`src/rtl/fsk4ps_pkg.sv`:
```
// ----------------------------------------------------------------------------
// fsk4ps_pkg
// shared constants, types and the symbol mapping of the 4-fsk pulse shaper
// ----------------------------------------------------------------------------
package fsk4ps_pkg;

	localparam int TAP_COUNT  = 41;
	localparam int UPSAMPLE   = 5;
	localparam int COEF_W     = 16;
	localparam int TAP_W      = $clog2(TAP_COUNT);
	localparam int PH_W       = $clog2(UPSAMPLE);
	localparam int HIST_W     = 3;
	localparam int PROD_W     = COEF_W + 2;
	localparam int ACC_W      = COEF_W + $clog2(3 * TAP_COUNT);
	localparam int GAIN_W     = 8;
	localparam int SCALED_W   = ACC_W + GAIN_W + 1;
	localparam int FRAC       = COEF_W - 1;
	localparam int Q_W        = SCALED_W - FRAC;
	localparam int SAMPLE_W   = 8;
	localparam int SYMS       = 4;
	localparam int SYM_W      = $clog2(SYMS);

	localparam logic [GAIN_W-1:0] GAIN_RESET = GAIN_W'(40);

	// action codes carried in tuser
	localparam logic ACT_LOAD = 1'b0;
	localparam logic ACT_MOD  = 1'b1;

	typedef enum logic [2:0] {
		ST_IDLE,
		ST_PUSH,
		ST_MAC,
		ST_DRAIN,
		ST_SCALE,
		ST_EMIT,
		ST_WAIT
	} state_t;

	// dibit to symbol level
	function automatic logic signed [HIST_W-1:0] level_of(input logic [1:0] dibit);
		logic signed [HIST_W-1:0] lv;
		unique case (dibit)
			2'b00: lv = HIST_W'(1);
			2'b01: lv = HIST_W'(3);
			2'b10: lv = -HIST_W'(1);
			2'b11: lv = -HIST_W'(3);
			default: lv = '0;
		endcase
		return lv;
	endfunction

endpackage

```
`src/rtl/fsk4_symbol_pulse_shaper_top.sv`:
```
// ----------------------------------------------------------------------------
// fsk4_symbol_pulse_shaper_top
// 4-level fsk modulator: byte stream in, fir-shaped signed 8-bit samples out
// ----------------------------------------------------------------------------
// flow: a byte beat is taken only while idle, and the next byte beat only after
//   the last sample beat of the byte; a coefficient load beat is taken while
//   idle too. every sample is computed by the mac walking all 41 taps, then
//   scaled, and held until the sink takes it
// reset: arst_n clears the symbol delay line, sequencer and gain (to 40);
//   the coefficient memory holds garbage until loaded
module fsk4_symbol_pulse_shaper_top (
	input  logic        clk,
	input  logic        arst_n,
	// gain register write
	input  logic        cfg_we,
	input  logic [7:0]  cfg_wdata,      // output_gain
	// input stream
	input  logic        s_axis_tvalid,
	output logic        s_axis_tready,
	input  logic [31:0] s_axis_tdata,   // coef_index[5:0], coef_value[21:6], data_byte[29:22]
	input  logic        s_axis_tuser,   // action
	// output stream
	output logic        m_axis_tvalid,
	input  logic        m_axis_tready,
	output logic [7:0]  m_axis_tdata,   // sample[7:0]
	output logic        m_axis_tuser,   // clipped
	output logic        m_axis_tlast
);

	fsk4ps_pkg::state_t state_q, state_d;

	// input beat fields
	logic [5:0]  in_coef_index;
	logic [15:0] in_coef_value;
	logic [7:0]  in_data_byte;
	logic        s_beat;
	logic        m_beat;

	assign in_coef_index = s_axis_tdata[5:0];
	assign in_coef_value = s_axis_tdata[21:6];
	assign in_data_byte  = s_axis_tdata[29:22];
	assign s_beat        = s_axis_tvalid && s_axis_tready;
	assign m_beat        = m_axis_tvalid && m_axis_tready;

	// registers
	logic [fsk4ps_pkg::GAIN_W-1:0]  gain_q;
	logic [7:0]                     byte_q;       // current dibit sits in [7:6]
	logic [fsk4ps_pkg::SYM_W-1:0]   sym_q;        // dibit number within the byte
	logic [fsk4ps_pkg::PH_W-1:0]    phase_q;      // upsampling phase
	logic [fsk4ps_pkg::TAP_W-1:0]   tap_q;        // tap being issued to the mac
	logic                           drain_q;
	logic signed [fsk4ps_pkg::HIST_W-1:0] hist_q [fsk4ps_pkg::TAP_COUNT];

	// mac pipeline
	logic                                  v_s1, v_s2;
	logic signed [fsk4ps_pkg::HIST_W-1:0]  hist_s1;
	logic signed [fsk4ps_pkg::COEF_W-1:0]  coef_s1;
	logic signed [fsk4ps_pkg::PROD_W-1:0]  prod_d, prod_s2;
	logic signed [fsk4ps_pkg::ACC_W-1:0]   acc_q;
	logic signed [fsk4ps_pkg::SCALED_W-1:0] scaled_d, scaled_q, biased_d;
	logic signed [fsk4ps_pkg::Q_W-1:0]     quot_d;

	// output register
	logic [fsk4ps_pkg::SAMPLE_W-1:0] sample_q;
	logic                            clip_q;
	logic                            last_q;

	// coefficient memory, one write and one registered read port
	logic signed [fsk4ps_pkg::COEF_W-1:0] coef_mem [fsk4ps_pkg::TAP_COUNT];

	logic signed [fsk4ps_pkg::HIST_W-1:0] push_level;
	logic                                 load_ok;
	logic                                 phase_end;
	logic                                 sym_end;

	localparam logic signed [fsk4ps_pkg::Q_W-1:0] Q_HI =
		fsk4ps_pkg::Q_W'(2 ** (fsk4ps_pkg::SAMPLE_W - 1) - 1);
	localparam logic signed [fsk4ps_pkg::Q_W-1:0] Q_LO =
		fsk4ps_pkg::Q_W'(-(2 ** (fsk4ps_pkg::SAMPLE_W - 1)));
	localparam logic signed [fsk4ps_pkg::SCALED_W-1:0] TRUNC_BIAS =
		fsk4ps_pkg::SCALED_W'(2 ** fsk4ps_pkg::FRAC - 1);

	assign phase_end  = (phase_q == fsk4ps_pkg::PH_W'(fsk4ps_pkg::UPSAMPLE - 1));
	assign sym_end    = (sym_q == fsk4ps_pkg::SYM_W'(fsk4ps_pkg::SYMS - 1));
	// zero-stuffing: the symbol itself only enters on the last phase
	assign push_level = phase_end ? fsk4ps_pkg::level_of(byte_q[7:6]) : '0;
	assign load_ok    = ({1'b0, in_coef_index} < 7'(fsk4ps_pkg::TAP_COUNT));

	// ------------------------------------------------------------------
	// sequencer
	// ------------------------------------------------------------------
	always_ff @(posedge clk or negedge arst_n) begin
		if (!arst_n) begin
			state_q <= fsk4ps_pkg::ST_IDLE;
		end else begin
			state_q <= state_d;
		end
	end

	always_comb begin
		state_d       = state_q;
		s_axis_tready = 1'b0;
		m_axis_tvalid = 1'b0;
		unique case (state_q)
			fsk4ps_pkg::ST_IDLE: begin
				s_axis_tready = 1'b1;
				if (s_axis_tvalid && (s_axis_tuser == fsk4ps_pkg::ACT_MOD)) begin
					state_d = fsk4ps_pkg::ST_PUSH;
				end
			end
			fsk4ps_pkg::ST_PUSH: begin
				state_d = fsk4ps_pkg::ST_MAC;
			end
			fsk4ps_pkg::ST_MAC: begin
				if (tap_q == fsk4ps_pkg::TAP_W'(fsk4ps_pkg::TAP_COUNT - 1)) begin
					state_d = fsk4ps_pkg::ST_DRAIN;
				end
			end
			fsk4ps_pkg::ST_DRAIN: begin
				if (drain_q) begin
					state_d = fsk4ps_pkg::ST_SCALE;
				end
			end
			fsk4ps_pkg::ST_SCALE: begin
				state_d = fsk4ps_pkg::ST_EMIT;
			end
			fsk4ps_pkg::ST_EMIT: begin
				state_d = fsk4ps_pkg::ST_WAIT;
			end
			fsk4ps_pkg::ST_WAIT: begin
				m_axis_tvalid = 1'b1;
				if (m_axis_tready) begin
					state_d = last_q ? fsk4ps_pkg::ST_IDLE : fsk4ps_pkg::ST_PUSH;
				end
			end
			default: state_d = fsk4ps_pkg::ST_IDLE;
		endcase
	end

	// ------------------------------------------------------------------
	// gain register
	// ------------------------------------------------------------------
	always_ff @(posedge clk or negedge arst_n) begin
		if (!arst_n) begin
			gain_q <= fsk4ps_pkg::GAIN_RESET;
		end else if (cfg_we) begin
			gain_q <= cfg_wdata;
		end
	end

	// ------------------------------------------------------------------
	// coefficient memory: loads from input beats, read by tap counter
	// ------------------------------------------------------------------
	always_ff @(posedge clk) begin
		if (s_beat && (s_axis_tuser == fsk4ps_pkg::ACT_LOAD) && load_ok) begin
			coef_mem[in_coef_index[fsk4ps_pkg::TAP_W-1:0]] <=
				in_coef_value[fsk4ps_pkg::COEF_W-1:0];
		end
		coef_s1 <= coef_mem[tap_q];
	end

	// ------------------------------------------------------------------
	// symbol delay line: circulates once per sample so the mac reads every
	// entry from the head, oldest first; a push drops the oldest and adds the newest
	// ------------------------------------------------------------------
	always_ff @(posedge clk or negedge arst_n) begin
		if (!arst_n) begin
			for (int i = 0; i < fsk4ps_pkg::TAP_COUNT; i++) begin
				hist_q[i] <= '0;
			end
		end else if (state_q == fsk4ps_pkg::ST_PUSH || state_q == fsk4ps_pkg::ST_MAC) begin
			for (int i = 0; i < fsk4ps_pkg::TAP_COUNT - 1; i++) begin
				hist_q[i] <= hist_q[i+1];
			end
			hist_q[fsk4ps_pkg::TAP_COUNT-1] <=
				(state_q == fsk4ps_pkg::ST_PUSH) ? push_level : hist_q[0];
		end
	end

	// ------------------------------------------------------------------
	// counters and byte position
	// ------------------------------------------------------------------
	always_ff @(posedge clk or negedge arst_n) begin
		if (!arst_n) begin
			tap_q   <= '0;
			drain_q <= 1'b0;
			sym_q   <= '0;
			phase_q <= '0;
			v_s1    <= 1'b0;
			v_s2    <= 1'b0;
		end else begin
			v_s1 <= (state_q == fsk4ps_pkg::ST_MAC);
			v_s2 <= v_s1;
			if (s_beat) begin
				sym_q   <= '0;
				phase_q <= '0;
			end
			if (state_q == fsk4ps_pkg::ST_PUSH) begin
				tap_q <= '0;
			end else if (state_q == fsk4ps_pkg::ST_MAC) begin
				tap_q <= tap_q + 1'b1;
			end
			drain_q <= (state_q == fsk4ps_pkg::ST_DRAIN) ? !drain_q : 1'b0;
			if (m_beat) begin
				if (phase_end) begin
					phase_q <= '0;
					sym_q   <= sym_q + 1'b1;
				end else begin
					phase_q <= phase_q + 1'b1;
				end
			end
		end
	end

	always_ff @(posedge clk) begin
		if (s_beat) begin
			byte_q <= in_data_byte;
		end else if (m_beat && phase_end) begin
			byte_q <= {byte_q[5:0], 2'b00};
		end
	end

	// ------------------------------------------------------------------
	// shared multiply-accumulate unit: level times coefficient, one tap
	// per cycle, then the finished sum scaled by the gain
	// ------------------------------------------------------------------
	assign prod_d   = hist_s1 * coef_s1;
	assign scaled_d = acc_q * $signed({1'b0, gain_q});

	always_ff @(posedge clk) begin
		hist_s1 <= hist_q[0];
		prod_s2 <= prod_d;
		if (state_q == fsk4ps_pkg::ST_PUSH) begin
			acc_q <= '0;
		end else if (v_s2) begin
			acc_q <= acc_q + fsk4ps_pkg::ACC_W'(prod_s2);
		end
		if (state_q == fsk4ps_pkg::ST_SCALE) begin
			scaled_q <= scaled_d;
		end
	end

	// ------------------------------------------------------------------
	// truncate toward zero, saturate, output register
	// ------------------------------------------------------------------
	assign biased_d = scaled_q + (scaled_q[fsk4ps_pkg::SCALED_W-1] ? TRUNC_BIAS : '0);
	assign quot_d   = biased_d[fsk4ps_pkg::SCALED_W-1:fsk4ps_pkg::FRAC];

	always_ff @(posedge clk) begin
		if (state_q == fsk4ps_pkg::ST_EMIT) begin
			last_q <= sym_end && phase_end;
			if (quot_d > Q_HI) begin
				sample_q <= Q_HI[fsk4ps_pkg::SAMPLE_W-1:0];
				clip_q   <= 1'b1;
			end else if (quot_d < Q_LO) begin
				sample_q <= Q_LO[fsk4ps_pkg::SAMPLE_W-1:0];
				clip_q   <= 1'b1;
			end else begin
				sample_q <= quot_d[fsk4ps_pkg::SAMPLE_W-1:0];
				clip_q   <= 1'b0;
			end
		end
	end

	assign m_axis_tdata = sample_q;
	assign m_axis_tuser = clip_q;
	assign m_axis_tlast = last_q;

	// ------------------------------------------------------------------
	// checks
	// ------------------------------------------------------------------
	// one item at a time: never taking input while a sample is offered
	assert property (@(posedge clk) disable iff (!arst_n)
		!(s_axis_tready && m_axis_tvalid))
		else $error("input taken while sample pending");

	// products only leave the pipeline while the taps are walked or the pipeline drains
	assert property (@(posedge clk) disable iff (!arst_n)
		v_s2 |-> (state_q == fsk4ps_pkg::ST_MAC || state_q == fsk4ps_pkg::ST_DRAIN))
		else $error("mac product outside accumulation window");

	// the accumulator is complete before scaling
	assert property (@(posedge clk) disable iff (!arst_n)
		(state_q == fsk4ps_pkg::ST_SCALE) |-> (!v_s1 && !v_s2))
		else $error("scaling with mac pipeline not drained");

	// the final beat of a byte returns the block to accepting input
	assert property (@(posedge clk) disable iff (!arst_n)
		(m_beat && m_axis_tlast) |=> s_axis_tready)
		else $error("not idle after last beat of byte");

	// tlast marks exactly the twentieth sample
	assert property (@(posedge clk) disable iff (!arst_n)
		m_axis_tvalid |-> (m_axis_tlast == (sym_end && phase_end)))
		else $error("tlast out of step with byte position");

endmodule
```
`config.mk`:
```
export PLATFORM = sky130hd
export DESIGN_NAME = fsk4_symbol_pulse_shaper_top
export DESIGN_NICKNAME = d
export VERILOG_FILES = /design/src/rtl/fsk4ps_pkg.sv /design/src/rtl/fsk4_symbol_pulse_shaper_top.sv
export SDC_FILE = /design/constraint.sdc
export NUM_CORES = 2
export LEC_CHECK = 0
export BUFFER_PORTS_ARGS = -buffer_cell sky130_fd_sc_hd__clkbuf_2
export CORE_UTILIZATION = 63
export CTS_CLUSTER_SIZE = 14
export DETAILED_ROUTE_END_ITERATION = 12
export GPL_TIMING_DRIVEN = 0
export PLACE_DENSITY = 0.8
export SLEW_MARGIN = 30
export SYNTH_ARGS = -nofsm -noshare
export SYNTH_HDL_FRONTEND = slang
export SYNTH_SLANG_ARGS = --single-unit
```
`constraint.sdc`:
```
create_clock -name clk -period 6.1 [get_ports clk]
set_input_delay 0.915 -clock clk [delete_from_list [all_inputs] [get_ports clk]]
set_output_delay 0.915 -clock clk [all_outputs]
set_load 0.02 [all_outputs]
```
==> results by group <==
Run status
  • Status: completed

Timing
  • Slew HR: roughly 30%
  • Max Transition Viols Final: 0
  • Fmax: ~0.17 GHz
  • Worst Tran Pin Value: roughly 1.0 ns
  • Final Hold Vio Count: 0
  • Setup Skew: a little over 0.06 ns
  • Final worst-path cycle share: a little over nine tenths
  • Setup violations, final: 0
  • Min Tclk post-route: roughly 5.8 ns
  • Worst Hold Margin: around 0.10 ns

Finish
  • Seq. cell area: 26100 um2
  • Synthesis-to-finish area growth: 11.7%
  • Multi-input logic area: about 16000 um2
  • Fillers: between 4000 and 5000
  • Layout cells sized above 1: about 22%
  • Final nets: between 3000 and 4000
  • Core Util, Final: 71.7%
  • Final Cell Area: between 40000 and 50000 um2
  • # diodes: 0

Flow run
  • Max-cap violation count: 0

Worst setup path
  • Arrival time worst endpoint: just over 6 ns
  • CP max FO: 10
  • Type of origin of the critical path: flop
  • CP Capture Type: flop
  • Required time of the critical path: ~6.5 ns
  • Critical Path, Cell by Cell: clkbuf_2 > nand2_1 > fa_1 > inv_1 > fa_1 > inv_1 > fa_1 > fa_1 > inv_1 > ha_1 > a21oi_2 > or4b_1 > o2bb2ai_2 > o22a_2 > o2111ai_1 > and4_1 > o31a_1 > nor2_1 > xnor2_1
  • Buffers & Inverters on Critical Path: 4
  • CP dominant cell by count: fa_1
  • Max incr delay on CP: about 0.55 ns
  • Worst setup path category: flop to flop
  • Crit path max-delay cell type: fa_1
  • Top delay family on crit path: adder cells

Yosys
  • Syn avg cell area: between 15 and 20 um2
  • Top cell type's share of synthesized area: about half
  • Ys flop type: edfxtp_1
  • Most frequent cell after synthesis: edfxtp_1
  • Largest family of logic cells by synthesized area: multiplexers
  • Synth Cell Area: approximately 43000 um2
  • Synth area leaders: edfxtp_1, mux4_2, dfrtp_1
  • Post-Synthesis Cells: approximately 2800
  • Synthesis-stage register bit count: about 900
  • Synth Area in Compound Gates: 3.35%
  • Post-synth top area cell: edfxtp_1
  • Synth warnings: 0
  • Simple-Gate Fraction of Synth Area: roughly 5.9%
  • Synth cell count leaders: edfxtp_1, inv_1, mux4_2
  • Synthesized-area fraction occupied by adder cells: about 11%
  • Number of synthesized flops with an enable pin: about 700
  • Post-synthesis sequential area ratio: roughly 60%
  • Asr flop ratio synth: 16.2%
  • Mux contribution to synthesized area: between 10% and 20%
  • Library cells used by synthesis: 76
  • Post-Synth XOR/XNOR Area: between 1 and 1.5%
  • Syn Nets: between 3000 and 4000

Routing
  • Drt pass-1 iters: 5
  • Initial drt markers: about 2400
  • DRT antenna net count: 0
  • Vias per cell: just over 6
  • Routed wire per std cell: 24.6 um
  • Via count: 24200
  • WL final: a little under 100000 um
  • Remaining DRCs: 0

Clock tree
  • Clock latency on the worst-skew pair: slightly below 0.7 ns
  • Sink Count: a little over 900
  • CTS root buf: clkbuf_16
  • H-Tree Depth: 3
  • Clock Tree Buf Depth: 3
  • TritonCTS clock tree: built
  • CTS Buf Count: ~90
  • Clock-pin slew of the registers on the worst-case setup and hold paths: roughly 0.06 ns

Pwr
  • Leak: around 19 nW
  • Sw frac: between 30% and 40%
  • Gate power share: a little under a third
  • Clock power frac: a little over 30%
  • Register share of total power: about 38%
  • PD cells: 387 nW/um2
  • Cell internal pwr: ~0.013 W
  • Switching power: between 0.005 and 0.006 W
  • Total chip power: 0.0188 W
  • Peak VDD IR: around 0.35 mV

GRT
  • GRT Util Overall: between 20% and 30%
  • Antenna violations before repair: 2
  • Largest net degree at the start of global routing: 84
  • Grt ovf: 0
  • First-pass GRT wire length: about 150000 um
  • Vias in the first global route: approximately 26000

Hold path
  • Hold WC Path Type: input pin to async pin

Die
  • Core area: between 60000 and 70000 um2
  • Die Height: between 200 and 300 um
  • Num ports: between 50 and 60
  • Row count: 95
  • Initial Util: 64.2%
  • Die width: around 260 um
  • Area of the die: approximately 70000 um2

Placed design
  • Final HPWL DP: 64700 um
  • Routability cong.: 0.935
  • Placed Area: between 40000 and 50000 um2
  • Port bufs: 54
cells by family (layout without fill, tap and decap cells):
| family | Yosys count | in the layout |
|---|---|---|
| xor+xnor | 73 | 73 |
| fa+ha+maj | 299 | 299 |
| flops | 914 | 914 |
| mux | 377 | 377 |
| buf+inv | 360 | 623 |
| simple gates | 520 | 520 |
| compound gates | 232 | 232 |
per-stage QoR:
stage | setup TNS [ns] | setup slack [ns] | instances
after floorplan | 0 | 0.761 | 2775
after global placement | 0 | 0.155 | 3702
after detailed placement | 0 | 0.0388 | 3739
after CTS | 0 | 0.00607 | 3911
after global routing | -0.000139 | -0.000139 | 3911
final | 0 | 0.255 | 3911
state kept, by name, indices dropped and copies added (netlist names), 2 cells and up:
| register | cells |
|---|---|
| coef_mem | 656 |
| hist_q | 123 |
| scaled_q | 32 |
| acc_q | 23 |
| prod_s2 | 18 |
| coef_s1 | 16 |
| byte_q | 8 |
| gain_q | 8 |
| m_axis_tdata | 8 |
| tap_q | 6 |
| hist_s1 | 3 |
| phase_q | 3 |
| state_q | 3 |
| sym_q | 2 |
routing by layer:
layer | track usage [%] | share of wire [%] | vias to the layer above
li1 | - | - | 10500
met1 | 34.7 | 36 | 12200
met2 | 49.5 | 52 | 1172
met3 | 5.20 | 7.3 | 297
met4 | 12.8 | 4.9 | 4
met5 | 0 | 0.016 | -
layout make-up:
| class | count | area share, % |
|---|---|---|
| Inverter | 250 | 1.93 |
| Multi-Input combinational cell | 1501 | 33.2 |
| Timing Repair Buffer | 91 | 1.44 |
| Clock inverter | 48 | 1.29 |
| Clock buffer | 124 | 5.12 |
| Sequential cell | 914 | 53.8 |
| Buffer | 110 | 0.938 |
| Tap cell | 873 | 2.25 |
worst reg2reg max path: stages (launching register included):
cell	delay [ns]
dfrtp_1	0.50
clkbuf_2	0.31
nand2_1	0.12
fa_1	0.55
inv_1	0.05
fa_1	0.54
inv_1	0.07
fa_1	0.46
fa_1	0.51
inv_1	0.04
ha_1	0.34
a21oi_2	0.24
or4b_1	0.50
o2bb2ai_2	0.23
o22a_2	0.24
o2111ai_1	0.17
and4_1	0.23
o31a_1	0.26
nor2_1	0.13
xnor2_1	0.09
power groups by stage:
| stage | combinational, W | sequential, W | clock, W |
|---|---|---|---|
| 2_1_floorplan | 0.00423 | 0.00721 | 0 |
| 3_3_place_gp | 0.00561 | 0.00726 | 0 |
| 3_5_place_dp | 0.00581 | 0.00728 | 0 |
| 4_1_cts | 0.00591 | 0.00715 | 0.00580 |
| 5_1_grt | 0.00636 | 0.00717 | 0.00603 |
| 6_report | 0.00590 | 0.00715 | 0.00575 |
repair_timing:
item / CTS / global route
resized for setup: 0 / 17
buffers inserted: 0 / 0
hold buffers: 0 / 0
setup endpoints to repair: 0 / 4
worst paths after layout:
check                      slack [ns]  cells after the start             startpoint                      to
min in group clk                 0.36                      0         v_s1$_DFF_PN0_          v_s2$_DFF_PN0_
setup / recovery                 0.26                     19  gain_q[0]$_DFFE_PN0P_  scaled_q[28]$_DFFE_PN_
hold reg to reg                  0.36                      0         v_s1$_DFF_PN0_          v_s2$_DFF_PN0_
max in group asynchronous        5.04                      3                 arst_n    tap_q[0]$_DFFE_PN0P_
hold / removal                   0.10                      1                 arst_n   gain_q[0]$_DFFE_PN0P_
setup reg to reg                 0.26                     19  gain_q[0]$_DFFE_PN0P_  scaled_q[28]$_DFFE_PN_
cells in the final DEF (no fill, tap or decap), drive strengths merged, types with 7 or more instances in the layout:
master	count
xor2	23
and2	112
clkinv	33
bufinv	10
nand2	186
o21ai	78
dfxtp	60
or3	7
dfrtp	146
nand3	13
inv	252
a31oi	8
edfxtp	706
nand4	11
o21a	12
and3	18
a21o	24
buf	67
nand2b	25
clkbuf	258
mux4	192
ha	137
xnor2	50
nor3	16
mux2i	49
a211oi	9
nor2	93
a21oi	61
o211ai	7
mux2	136
fa	162
Power figures use the tool's default switching activity.
